<file path="src/cdsm_pkg.sv">
// Shared constants and widths for the color distance soft mask block.
package cdsm_pkg;

    localparam int CHAN_W      = 8;
    localparam int NUM_LANES   = 4;
    localparam int SQ_W        = 2 * CHAN_W;
    localparam int SUM_W       = SQ_W + 2;
    localparam int RAD_W       = 9;
    localparam int CNT_W       = 3;
    localparam int FRAC_BITS   = 8;
    localparam int RAD_F_W     = RAD_W + FRAC_BITS;
    localparam int RADICAND_W  = SUM_W + 2 * FRAC_BITS;
    localparam int ROOT_W      = RADICAND_W / 2;
    localparam int REM_W       = ROOT_W + 2;
    localparam int WEIGHT_W    = 16;
    localparam int DEF_MAX_CHANNELS = 4;

    localparam logic [WEIGHT_W-1:0] FULL_WEIGHT = 16'h8000;

    localparam logic [2:0] REG_CHANNEL_COUNT = 3'd0;
    localparam logic [2:0] REG_AIM_RED       = 3'd1;
    localparam logic [2:0] REG_AIM_GREEN     = 3'd2;
    localparam logic [2:0] REG_AIM_BLUE      = 3'd3;
    localparam logic [2:0] REG_AIM_ALPHA     = 3'd4;
    localparam logic [2:0] REG_RADIUS        = 3'd5;

    localparam logic [CNT_W-1:0] CHANNEL_COUNT_RST = 3'd3;
    localparam logic [RAD_W-1:0] RADIUS_RST        = 9'd64;

endpackage

</file>
<file path="src/cdsm_sumsq.sv">
// Squared channel differences and their sum, two register stages.
module cdsm_sumsq #(
    parameter int MAX_CHANNELS = cdsm_pkg::DEF_MAX_CHANNELS
) (
    input  logic                                          aclk,
    input  logic                                          aresetn,
    input  logic                                          en,
    input  logic                                          in_valid,
    input  logic [cdsm_pkg::NUM_LANES-1:0][cdsm_pkg::CHAN_W-1:0] pix,
    input  logic [cdsm_pkg::NUM_LANES-1:0][cdsm_pkg::CHAN_W-1:0] aim,
    input  logic [cdsm_pkg::CNT_W-1:0]                    channel_count,
    output logic                                          out_valid,
    output logic [cdsm_pkg::SUM_W-1:0]                    sum
);

    localparam logic [cdsm_pkg::CNT_W-1:0] MAX_CNT = cdsm_pkg::CNT_W'(MAX_CHANNELS);

    logic [cdsm_pkg::CNT_W-1:0] active;
    logic [cdsm_pkg::NUM_LANES-1:0][cdsm_pkg::SQ_W-1:0] sq_next, sq_reg;
    logic                        v1_reg, v2_reg;
    logic [cdsm_pkg::SUM_W-1:0]  sum_next, sum_reg;

    assign active = (channel_count > MAX_CNT) ? MAX_CNT : channel_count;

    always_comb begin
        for (int k = 0; k < cdsm_pkg::NUM_LANES; k++) begin
            logic [cdsm_pkg::CHAN_W-1:0] d;
            d = (pix[k] > aim[k]) ? pix[k] - aim[k] : aim[k] - pix[k];
            if (cdsm_pkg::CNT_W'(k) < active) begin
                sq_next[k] = d * d;
            end else begin
                sq_next[k] = '0;
            end
        end
    end

    assign sum_next = cdsm_pkg::SUM_W'(sq_reg[0]) + cdsm_pkg::SUM_W'(sq_reg[1])
                    + cdsm_pkg::SUM_W'(sq_reg[2]) + cdsm_pkg::SUM_W'(sq_reg[3]);

    always_ff @(posedge aclk) begin
        if (!aresetn) begin
            v1_reg <= 1'b0;
            v2_reg <= 1'b0;
        end else if (en) begin
            v1_reg <= in_valid;
            v2_reg <= v1_reg;
        end
        if (en) begin
            sq_reg  <= sq_next;
            sum_reg <= sum_next;
        end
    end

    assign out_valid = v2_reg;
    assign sum       = sum_reg;

endmodule

</file>
<file path="src/cdsm_sqrt.sv">
// Pipelined digit-by-digit square root of sum << 16, one root bit per stage.
module cdsm_sqrt (
    input  logic                         aclk,
    input  logic                         aresetn,
    input  logic                         en,
    input  logic                         in_valid,
    input  logic [cdsm_pkg::SUM_W-1:0]   sum,
    output logic                         out_valid,
    output logic [cdsm_pkg::ROOT_W-1:0]  root
);

    localparam int N  = cdsm_pkg::ROOT_W;
    localparam int RW = cdsm_pkg::REM_W;
    localparam int VW = cdsm_pkg::RADICAND_W;

    logic          v_reg    [1:N];
    logic [RW-1:0] rem_reg  [1:N];
    logic [N-1:0]  root_reg [1:N];
    logic [VW-1:0] rad_reg  [1:N];

    for (genvar i = 0; i < N; i++) begin : g_step
        logic          v_in;
        logic [RW-1:0] rem_in;
        logic [N-1:0]  root_in;
        logic [VW-1:0] rad_in;
        logic [RW+1:0] rem_sh;
        logic [RW+1:0] trial;
        logic          take;

        // stage zero takes the input itself
        if (i == 0) begin : g_head
            assign v_in    = in_valid;
            assign rem_in  = '0;
            assign root_in = '0;
            assign rad_in  = {sum, {(2 * cdsm_pkg::FRAC_BITS){1'b0}}};
        end else begin : g_tail
            assign v_in    = v_reg[i];
            assign rem_in  = rem_reg[i];
            assign root_in = root_reg[i];
            assign rad_in  = rad_reg[i];
        end

        assign rem_sh = {rem_in, rad_in[VW-1 -: 2]};
        assign trial  = (RW + 2)'({root_in, 2'b01});
        assign take   = rem_sh >= trial;

        always_ff @(posedge aclk) begin
            if (!aresetn) begin
                v_reg[i+1] <= 1'b0;
            end else if (en) begin
                v_reg[i+1] <= v_in;
            end
            if (en) begin
                rem_reg[i+1]  <= take ? RW'(rem_sh - trial) : RW'(rem_sh);
                root_reg[i+1] <= {root_in[N-2:0], take};
                rad_reg[i+1]  <= {rad_in[VW-3:0], 2'b00};
            end
        end
    end

    assign out_valid = v_reg[N];
    assign root      = root_reg[N];

endmodule

</file>
<file path="src/cdsm_div.sv">
// Clamp against the radius and form the Q1.15 weight by restoring division.
module cdsm_div (
    input  logic                           aclk,
    input  logic                           aresetn,
    input  logic                           en,
    input  logic                           in_valid,
    input  logic [cdsm_pkg::ROOT_W-1:0]    distance,
    input  logic [cdsm_pkg::RAD_W-1:0]     radius,
    output logic                           out_valid,
    output logic [cdsm_pkg::WEIGHT_W-1:0]  weight
);

    localparam int N  = cdsm_pkg::WEIGHT_W;
    localparam int FW = cdsm_pkg::RAD_F_W;

    logic [FW-1:0] rf;
    assign rf = {radius, {cdsm_pkg::FRAC_BITS{1'b0}}};

    logic          v_reg   [1:N];
    logic [FW:0]   r_reg   [1:N];
    logic [N-1:0]  q_reg   [1:N];
    logic          zr_reg  [1:N];
    logic          hit_reg [1:N];

    logic [FW-1:0] dclamp;
    logic          vc_reg, zrc_reg, hitc_reg;
    logic [FW:0]   rc_reg;

    assign dclamp = (FW'(distance) > rf) ? rf : FW'(distance);

    always_ff @(posedge aclk) begin
        if (!aresetn) begin
            vc_reg <= 1'b0;
        end else if (en) begin
            vc_reg <= in_valid;
        end
        if (en) begin
            rc_reg   <= (FW + 1)'(rf - dclamp);
            zrc_reg  <= (rf == '0);
            hitc_reg <= (distance == '0);
        end
    end

    for (genvar i = 0; i < N; i++) begin : g_step
        logic          v_in;
        logic [FW:0]   r_in;
        logic [N-1:0]  q_in;
        logic          zr_in;
        logic          hit_in;
        logic          ge;
        logic [FW:0]   rem;

        if (i == 0) begin : g_head
            assign v_in   = vc_reg;
            assign r_in   = rc_reg;
            assign q_in   = '0;
            assign zr_in  = zrc_reg;
            assign hit_in = hitc_reg;
        end else begin : g_tail
            assign v_in   = v_reg[i];
            assign r_in   = r_reg[i];
            assign q_in   = q_reg[i];
            assign zr_in  = zr_reg[i];
            assign hit_in = hit_reg[i];
        end

        assign ge  = r_in >= (FW + 1)'(rf);
        assign rem = ge ? r_in - (FW + 1)'(rf) : r_in;

        always_ff @(posedge aclk) begin
            if (!aresetn) begin
                v_reg[i+1] <= 1'b0;
            end else if (en) begin
                v_reg[i+1] <= v_in;
            end
            if (en) begin
                // remainder stays below rf, so doubling fits
                r_reg[i+1]   <= {rem[FW-1:0], 1'b0};
                q_reg[i+1]   <= {q_in[N-2:0], ge};
                zr_reg[i+1]  <= zr_in;
                hit_reg[i+1] <= hit_in;
            end
        end
    end

    assign out_valid = v_reg[N];
    assign weight    = zr_reg[N] ? (hit_reg[N] ? cdsm_pkg::FULL_WEIGHT : '0) : q_reg[N];

endmodule

</file>
<file path="src/color_distance_soft_mask.sv">
// Soft color-key weight: Euclidean distance to an aim color mapped to Q1.15.
//
// Usage: pixels enter on the s_ channel (s_valid/s_ready, four 8-bit
// channel samples) and one weight per pixel leaves on the m_ channel
// (m_valid/m_ready, 16-bit Q1.15, 32768 = full selection). Results come
// out in input order.
// Throughput: one pixel per clock while the output is not stalled. Stages
// from acceptance to m_valid: 2 sum-of-squares stages, 17 square-root stages,
// 1 clamp stage, 16 division stages, 1 output register; the root and quotient
// loops each resolve one bit per stage.
// When m_ready is low while a result is held, the whole pipeline holds,
// bubbles included, and s_ready drops; nothing is lost or repeated.
// Configuration is through the APB port (channel_count, aim_red..aim_alpha,
// radius at byte addresses 0..20); write it only while the pipeline is
// empty. Reset empties the pipeline and loads channel_count 3, aim 0 and
// radius 64.
module color_distance_soft_mask #(
    parameter int MAX_CHANNELS = cdsm_pkg::DEF_MAX_CHANNELS
) (
    input  logic        aclk,
    input  logic        aresetn,
    input  logic        psel,
    input  logic        penable,
    input  logic        pwrite,
    input  logic [4:0]  paddr,
    input  logic [31:0] pwdata,
    output logic [31:0] prdata,
    output logic        pready,
    input  logic        s_valid,
    output logic        s_ready,
    input  logic [7:0]  s_chan_zero,
    input  logic [7:0]  s_chan_one,
    input  logic [7:0]  s_chan_two,
    input  logic [7:0]  s_chan_three,
    output logic        m_valid,
    input  logic        m_ready,
    output logic [15:0] m_weight
);

    logic [cdsm_pkg::CNT_W-1:0] channel_count_reg;
    logic [cdsm_pkg::NUM_LANES-1:0][cdsm_pkg::CHAN_W-1:0] aim_reg;
    logic [cdsm_pkg::RAD_W-1:0] radius_reg;
    logic [2:0]                 reg_idx;
    logic                       wr_en;

    assign pready  = 1'b1;
    assign reg_idx = paddr[4:2];
    assign wr_en   = psel && penable && pwrite;

    always_ff @(posedge aclk) begin
        if (!aresetn) begin
            channel_count_reg <= cdsm_pkg::CHANNEL_COUNT_RST;
            aim_reg           <= '0;
            radius_reg        <= cdsm_pkg::RADIUS_RST;
        end else if (wr_en) begin
            case (reg_idx)
                cdsm_pkg::REG_CHANNEL_COUNT: channel_count_reg <= pwdata[2:0];
                cdsm_pkg::REG_AIM_RED:       aim_reg[0] <= pwdata[7:0];
                cdsm_pkg::REG_AIM_GREEN:     aim_reg[1] <= pwdata[7:0];
                cdsm_pkg::REG_AIM_BLUE:      aim_reg[2] <= pwdata[7:0];
                cdsm_pkg::REG_AIM_ALPHA:     aim_reg[3] <= pwdata[7:0];
                cdsm_pkg::REG_RADIUS:        radius_reg <= pwdata[8:0];
                default: ;
            endcase
        end
    end

    always_comb begin
        unique case (reg_idx)
            cdsm_pkg::REG_CHANNEL_COUNT: prdata = 32'(channel_count_reg);
            cdsm_pkg::REG_AIM_RED:       prdata = 32'(aim_reg[0]);
            cdsm_pkg::REG_AIM_GREEN:     prdata = 32'(aim_reg[1]);
            cdsm_pkg::REG_AIM_BLUE:      prdata = 32'(aim_reg[2]);
            cdsm_pkg::REG_AIM_ALPHA:     prdata = 32'(aim_reg[3]);
            cdsm_pkg::REG_RADIUS:        prdata = 32'(radius_reg);
            default:                     prdata = '0;
        endcase
    end

    // advance everything unless a held result is not taken
    logic en;
    assign en      = m_ready || !m_valid;
    assign s_ready = en;

    logic [cdsm_pkg::NUM_LANES-1:0][cdsm_pkg::CHAN_W-1:0] pix;
    assign pix = {s_chan_three, s_chan_two, s_chan_one, s_chan_zero};

    logic                          sum_valid, root_valid, wt_valid;
    logic [cdsm_pkg::SUM_W-1:0]    sum;
    logic [cdsm_pkg::ROOT_W-1:0]   root;
    logic [cdsm_pkg::WEIGHT_W-1:0] wt;

    cdsm_sumsq #(.MAX_CHANNELS(MAX_CHANNELS)) u_sumsq (
        .aclk, .aresetn, .en,
        .in_valid      (s_valid),
        .pix           (pix),
        .aim           (aim_reg),
        .channel_count (channel_count_reg),
        .out_valid     (sum_valid),
        .sum           (sum)
    );

    cdsm_sqrt u_sqrt (
        .aclk, .aresetn, .en,
        .in_valid  (sum_valid),
        .sum       (sum),
        .out_valid (root_valid),
        .root      (root)
    );

    cdsm_div u_div (
        .aclk, .aresetn, .en,
        .in_valid  (root_valid),
        .distance  (root),
        .radius    (radius_reg),
        .out_valid (wt_valid),
        .weight    (wt)
    );

    logic                          m_valid_reg;
    logic [cdsm_pkg::WEIGHT_W-1:0] m_weight_reg;

    always_ff @(posedge aclk) begin
        if (!aresetn) begin
            m_valid_reg <= 1'b0;
        end else if (en) begin
            m_valid_reg <= wt_valid;
        end
        if (en) begin
            m_weight_reg <= wt;
        end
    end

    assign m_valid  = m_valid_reg;
    assign m_weight = m_weight_reg;

endmodule

</file>
<file path="config.mk">
export PLATFORM = sky130hd
export DESIGN_NAME = color_distance_soft_mask
export DESIGN_NICKNAME = d
export VERILOG_FILES = /design/src/cdsm_pkg.sv /design/src/cdsm_sumsq.sv /design/src/cdsm_sqrt.sv /design/src/cdsm_div.sv /design/src/color_distance_soft_mask.sv
export SDC_FILE = /design/constraint.sdc
export NUM_CORES = 2
export LEC_CHECK = 0
export BUFFER_PORTS_ARGS = -buffer_cell sky130_fd_sc_hd__buf_4
export CORE_ASPECT_RATIO = 1.25
export CORE_MARGIN = 3
export CORE_UTILIZATION = 30
export CTS_CLUSTER_DIAMETER = 100
export DETAILED_ROUTE_END_ITERATION = 10
export PLACE_DENSITY = 0.43
export SLEW_MARGIN = 0
export SYNTH_ARGS = -nofsm -noshare
export SYNTH_HDL_FRONTEND = slang
export SYNTH_SLANG_ARGS = --single-unit
export TNS_END_PERCENT = 20
</file>
<file path="constraint.sdc">
create_clock -name aclk -period 59.1 [get_ports aclk]
set_input_delay 11.82 -clock aclk [delete_from_list [all_inputs] [get_ports aclk]]
set_output_delay 11.82 -clock aclk [all_outputs]
set_load 0.02 [all_outputs]
</file>
# ---- Yosys cells after proc, flatten, opt, wreduce, memory -nomap -nowiden
# Memories as Yosys holds them, arrays and structs flattened. A register that Yosys moved wholly into a read port is not among the register bits.
# Cells that the tools add are included.
dict set report word_totals {
  wordCells 251
  regBits 164
  memories 9
  ram_bits 1749
}
dict set report classes {
  multipliers 4
  n_lt_le_gt_ge 43
  bitwise 33
  n_addsub 45
  eq_ne 5
  mux 80
  reduce_logical 15
}
# memory depth word_bits read_ports rd_clocked_by_memory_dff wr line
set mem_list {}
lappend mem_list {u_sqrt.rad_reg 17 32 16 0 17 cdsm_sqrt.sv:19} ;# logic [VW-1:0] rad_reg [1:N];
lappend mem_list {u_sqrt.rem_reg 17 19 16 0 17 cdsm_sqrt.sv:17} ;# logic [RW-1:0] rem_reg [1:N];
lappend mem_list {u_sqrt.root_reg 17 17 17 0 17 cdsm_sqrt.sv:18} ;# logic [N-1:0] root_reg [1:N];
lappend mem_list {u_div.r_reg 16 17 15 0 16 cdsm_div.sv:20} ;# logic [FW:0] r_reg [1:N];
lappend mem_list {u_div.q_reg 16 16 16 0 16 cdsm_div.sv:21} ;# logic [N-1:0] q_reg [1:N];
lappend mem_list {u_sqrt.v_reg 17 1 17 1 17 cdsm_sqrt.sv:16} ;# logic v_reg [1:N];
lappend mem_list {{+3 memories} - - - - - -}
# cell n
set ops {}
lappend ops {{$ge 21x19->1} 16}
lappend ops {{$mux 19} 17}
lappend ops {{$sub 19x19->19} 16}
lappend ops {{$mux 17} 17}
lappend ops {{$ge 18x17->1} 16}
lappend ops {{$sub 17x17->17} 16}
lappend ops {{$mul 8x8->16} 4}
lappend ops {{$sub 8x8->8} 8}
lappend ops {{$pmux 9 s6} 1}
lappend ops {{$mux 1} 38}
lappend ops {{$add 18x16->18} 2}
lappend ops {{$logic_not 17->1} 2}
lappend ops {{$or 1x1->1} 33}
lappend ops {{$gt 8x8->1} 4}
lappend ops {{$mux 16} 2}
lappend ops {{$mux 8} 4}
lappend ops {{$sub 17x17->18} 1}
lappend ops {{$add 16x16->17} 1}
lappend ops {{$gt 17x17->1} 1}
lappend ops {{$reduce_and 2->1} 6}
lappend ops {{$eq 3x2->1 const B} 2}
lappend ops {{$eq 3x3->1 const B} 2}
lappend ops {{$lt 1x3->1 const A} 2}
lappend ops {{$lt 2x3->1 const A} 2}
lappend ops {{other kinds (9)} 12}

# ---- Longest topological paths before layout
dict set report depth {
  depth_word 6
  depth_mapped 30
  ltp_nobuf 29
}

# ---- Cells and area by module
# Synthesis repeated with hierarchy kept, for this count alone.
dict set report hier_totals {
  hier_cells 5244
  area_unflattened_um2 61798.0
}
# module n_inst cells_each area_per_inst_um2
set by_module_without_submodules {}
lappend by_module_without_submodules {cdsm_sqrt 1 2138 26334.0}
lappend by_module_without_submodules {cdsm_div 1 1476 19792.7}
lappend by_module_without_submodules {cdsm_sumsq 1 1375 12887.4}
lappend by_module_without_submodules {color_distance_soft_mask 1 255 2783.9}

# ---- Least setup slack after synthesis
# OpenSTA, ideal clock, no wires.
dict set report synth_path {
  path_type {input -> output}
  from {input m_ready}
  to {output s_ready}
  path_stages 3
  path_buffers 1
  slack_ps 9368
  arrival_time_ps 37912
  t_required_ps 47280
  path_cell_list {nor2b_1 > clkinv_1 > clkbuf_1}
}
dict set report synth_between {
  elab_chain_len 1
}
# item line
set synth_rtl {}
lappend synth_rtl {{start: declaration} color_distance_soft_mask.sv:36} ;# input logic m_ready,
lappend synth_rtl {{$logic_or 1x1->1} color_distance_soft_mask.sv:82} ;# assign en = m_ready || !m_valid;
lappend synth_rtl {{end: declaration} color_distance_soft_mask.sv:30} ;# output logic s_ready,
# Every way passes these cells.

# ---- Worst setup path in the final report
dict set report layout_path {
  from {input paddr[2]}
  to {output prdata[7]}
}
dict set report layout_between {
  elab_chain_len 2
}
# item line
set layout_rtl {}
lappend layout_rtl {{start: declaration} color_distance_soft_mask.sv:25} ;# input logic [4:0] paddr,
lappend layout_rtl {{$eq 3x3->1 (tied with other cells)} color_distance_soft_mask.sv:69} ;# unique case (reg_idx)
lappend layout_rtl {{$pmux 9 s6 *} color_distance_soft_mask.sv:69}
lappend layout_rtl {{end: declaration} color_distance_soft_mask.sv:27} ;# output logic [31:0] prdata,
# Every way passes the cells marked *; elsewhere a longest branch is shown, timed or not.

==> results.sh <==
export IMPL_required_ns=47.28
export IMPL_switchingPower_uw=1340
export IMPL_rsz0062_at_grt="false"
export IMPL_drc=0
export IMPL_multi_input_area_sq_um=28300
export IMPL_synth_edf_count=986
export IMPL_p_int_uw=2310
export IMPL_wirelength_um=139000
export IMPL_critPathBufInv=3
export IMPL_synth_async_reset_ratio_pct=0
export IMPL_die_y_um=512
export IMPL_cts_repair_resized=0
export IMPL_drive_above_1_share_pct=8.57
export IMPL_mappedNetlistArea_sq_um=61500
export IMPL_hp_start="u_div.zr_reg[0][3]"
export IMPL_dpl_hpwl_um=103000
export IMPL_fin_worst_hold_slack_ns=0.372
export IMPL_clk_pin_slew_worst_paths_ns=0.06
export IMPL_finClkSkew_ns=0.0810
export IMPL_synth_cell_type_count=94
export IMPL_nFillCells=20300
export IMPL_wl_met1_um=59900
export IMPL_worstRegToRegCells=25
export IMPL_end_kind="output port"
export IMPL_criticalPathCategory="in2out"
export IMPL_final_hold_violation_count=0
export IMPL_period_share_pct=44.4
export IMPL_fin_nets=6235
export IMPL_register_area_sq_um=30600
export IMPL_drv_slew=0
export IMPL_synthFlopType="edfxtp_1"
export IMPL_cp_cell_sequence="buf_4, inv_1, nor2_1, a22oi_1, o221ai_1, buf_4"
export IMPL_min_period_ns=26.23
export IMPL_setup_tns_ns=0
export IMPL_largest_register_ff_count=275
export IMPL_syn_inst=5340
export IMPL_worst_path_dominant_cell_family="compound AO/OA/AOI/OAI gates"
export IMPL_area_delta_synth_final_pct=12.6
export IMPL_p_comb_share_pct=44.3
export IMPL_cp_arrival_ns=14.41
export IMPL_htreeDepth=3
export IMPL_core_sq_um=203000
export IMPL_power_frac_clock_pct=20.1
export IMPL_fmax_ghz=0.0381
export IMPL_drt_iter0_markers=2105
export IMPL_slowest_stage="o221ai_1"
export IMPL_track_usage_pct=13.1
export IMPL_max_stage_delay_ns=0.94
export IMPL_grt_overflow=0
export IMPL_whs_path_depth=0
export IMPL_yosysWarnings=0
export IMPL_ant_nets=0
export IMPL_die_area_sq_um=211000
export IMPL_num_vias=38900
export IMPL_grt_pass1_vias=39400
export IMPL_drtPass1Iterations=5
export IMPL_rows=185
export IMPL_max_slew_margin_pct=20.1
export IMPL_io_pin_count=127
export IMPL_numCtsBuffers=112
export IMPL_setup_viol=0
export IMPL_cts_sinks=1034
export IMPL_antenna_found_initial=18
export IMPL_wire_per_inst_um=16.8
export IMPL_numPortBuffers=77
export IMPL_cp_max_fo=25
export IMPL_highest_layer="met5"
export IMPL_cp_start_kind="input pin"
export IMPL_insertion_delay_ns=0.77
export IMPL_r2r_slack_ns=51.61
export IMPL_cap_violations=0
export IMPL_p_per_area_nw_per_um2=52.6
export IMPL_p_leak_uw=0.0287
export IMPL_status="finished, final reports clean"
export IMPL_route_met2_wl_um=68500
export IMPL_cts_tree="done"
export IMPL_grt_max_degree=151
export IMPL_crit_top_cell="buf_4"
export IMPL_start_util_pct=30.2
export IMPL_dieWidth_um=411
export IMPL_crit_reg2reg_launch="aim_reg[0]"
export IMPL_cts_root_buf="clkbuf_16"
export IMPL_hold_class="reg2reg"
export IMPL_synth_seq_cells=1034
export IMPL_gp_congestion=0.815
export IMPL_ir_drop_uv=28.5
export IMPL_holdPathEnd="u_div.zr_reg[0][4]"
export IMPL_power_frac_seq_pct=35.6
export IMPL_cts_path_max_buffers=3
export IMPL_met3_length_um=7190
export IMPL_cts_hold_buf=0
export IMPL_timing_rr_end="u_sumsq.sq_reg[15]"
export IMPL_cts_setup_buffers=0
export IMPL_synth_yosys_seq_area_share_pct=49.7
export IMPL_worst_pin_slew_ns=1.17
export IMPL_worst_path_stages=6
export IMPL_grt_pass1_wl_um=219000
export IMPL_switching_share_pct=36.7
export IMPL_via_per_inst=4.68
export IMPL_synth_avg_cell_area_sq_um=11.5
worst max path at each step:
stage          startpoint        end  slack (ns)
2_1_floorplan     m_ready    s_ready        9.37
3_3_place_gp     paddr[2]  prdata[7]       33.09
3_5_place_dp     paddr[2]  prdata[7]       33.10
4_1_cts          paddr[2]  prdata[7]       33.10
5_1_grt          paddr[2]  prdata[5]       32.82
6_report         paddr[2]  prdata[7]       32.87
area by class of cell:
| type | count | area share (%) |
|---|---|---|
| well taps | 2711 | 4.90 |
| inverters | 573 | 3.12 |
| clock buffers | 138 | 4.26 |
| diodes | 10 | 0.0361 |
| clock inverters | 75 | 1.30 |
| flip-flops and latches | 1034 | 44.2 |
| multi-input cells | 3640 | 40.9 |
| repair buffers | 117 | 1.30 |
cell usage in the layout (no fill, tap or decap), types with 60 or more instances in the layout:
cell type and n:
xor2_1 152, a21o_1 129, nand2b_1 73, nor2_1 396, clkbuf_16 112, buf_4 115, fa_1 146, nor2b_1 147
inv_1 572, a21oi_1 283, nand3_1 60, mux2_2 108, ha_1 535, xnor2_1 214, nor3_1 121, edfxtp_1 986
mux2i_1 92, nand2_1 274, o21ai_0 222
per-layer routing:
metal | track usage (%) | vias up
met4 | 3.96 | 6
met2 | 22.9 | 519
met1 | 16.2 | 18800
li1 | - | 19400
met5 | 0 | -
met3 | 2.62 | 161
kinds of logic (layout without fill, tap and decap cells):
group / count (synthesis) / in the layout / synth area share (%)
multiplexers: 200 / 200 / 3.47
AO/OA/AOI/OAI: 954 / 954 / 9.86
adder cells (fa/ha/maj): 681 / 681 / 15.6
flip-flops: 1034 / 1034 / 49.7
buffers and inverters: 689 / 903 / 4.42
other: 2 / 35 / 0.0122
AND/OR/NAND/NOR: 1409 / 1409 / 11.5
XOR/XNOR: 371 / 371 / 5.36
metrics by stage:
step                      area, sq um  power (uW)  worst slack (ns)  instances  util (%)
after CTS                       69200        3710             33.10       8288      34.0
final                           69200        3640             32.87       8298      34.0
after detailed placement        65400        2950             33.10       8075      32.1
after global routing            69200        3970             32.82       8289      34.0
after global placement          65400        2940             33.09       8075      32.1
after floorplan                 61600        2530              9.37       5363         -
power groups by stage:
stage / combinational [uW] / sequential [uW] / clock [uW]
6_report: 1620 / 1300 / 731
5_1_grt: 1850 / 1330 / 791
4_1_cts: 1640 / 1310 / 763
3_5_place_dp: 1630 / 1320 / 0
3_3_place_gp: 1620 / 1320 / 0
2_1_floorplan: 1270 / 1260 / 0
synthesized netlist by cell type (48+ instances only):
| cell | count | area share, % |
|---|---|---|
| mux2i_1 | 92 | 1.5 |
| nor3_1 | 122 | 0.99 |
| mux2_2 | 108 | 2.0 |
| o21a_1 | 48 | 0.59 |
| a21oi_1 | 283 | 2.3 |
| and3_1 | 59 | 0.60 |
| nor2_1 | 397 | 2.4 |
| o21ai_0 | 222 | 1.8 |
| edfxtp_1 | 986 | 48 |
| nor2b_1 | 147 | 1.5 |
| xnor2_1 | 214 | 3.0 |
| xor2_1 | 152 | 2.2 |
| dfxtp_1 | 48 | 1.6 |
| nand3_1 | 60 | 0.49 |
| ha_1 | 535 | 11 |
| inv_1 | 572 | 3.5 |
| clkbuf_1 | 68 | 0.41 |
| nand2_1 | 274 | 1.7 |
| fa_1 | 146 | 4.8 |
| nand2b_1 | 73 | 0.74 |
| a21o_1 | 129 | 1.6 |
Power figures use the tool's default switching activity.
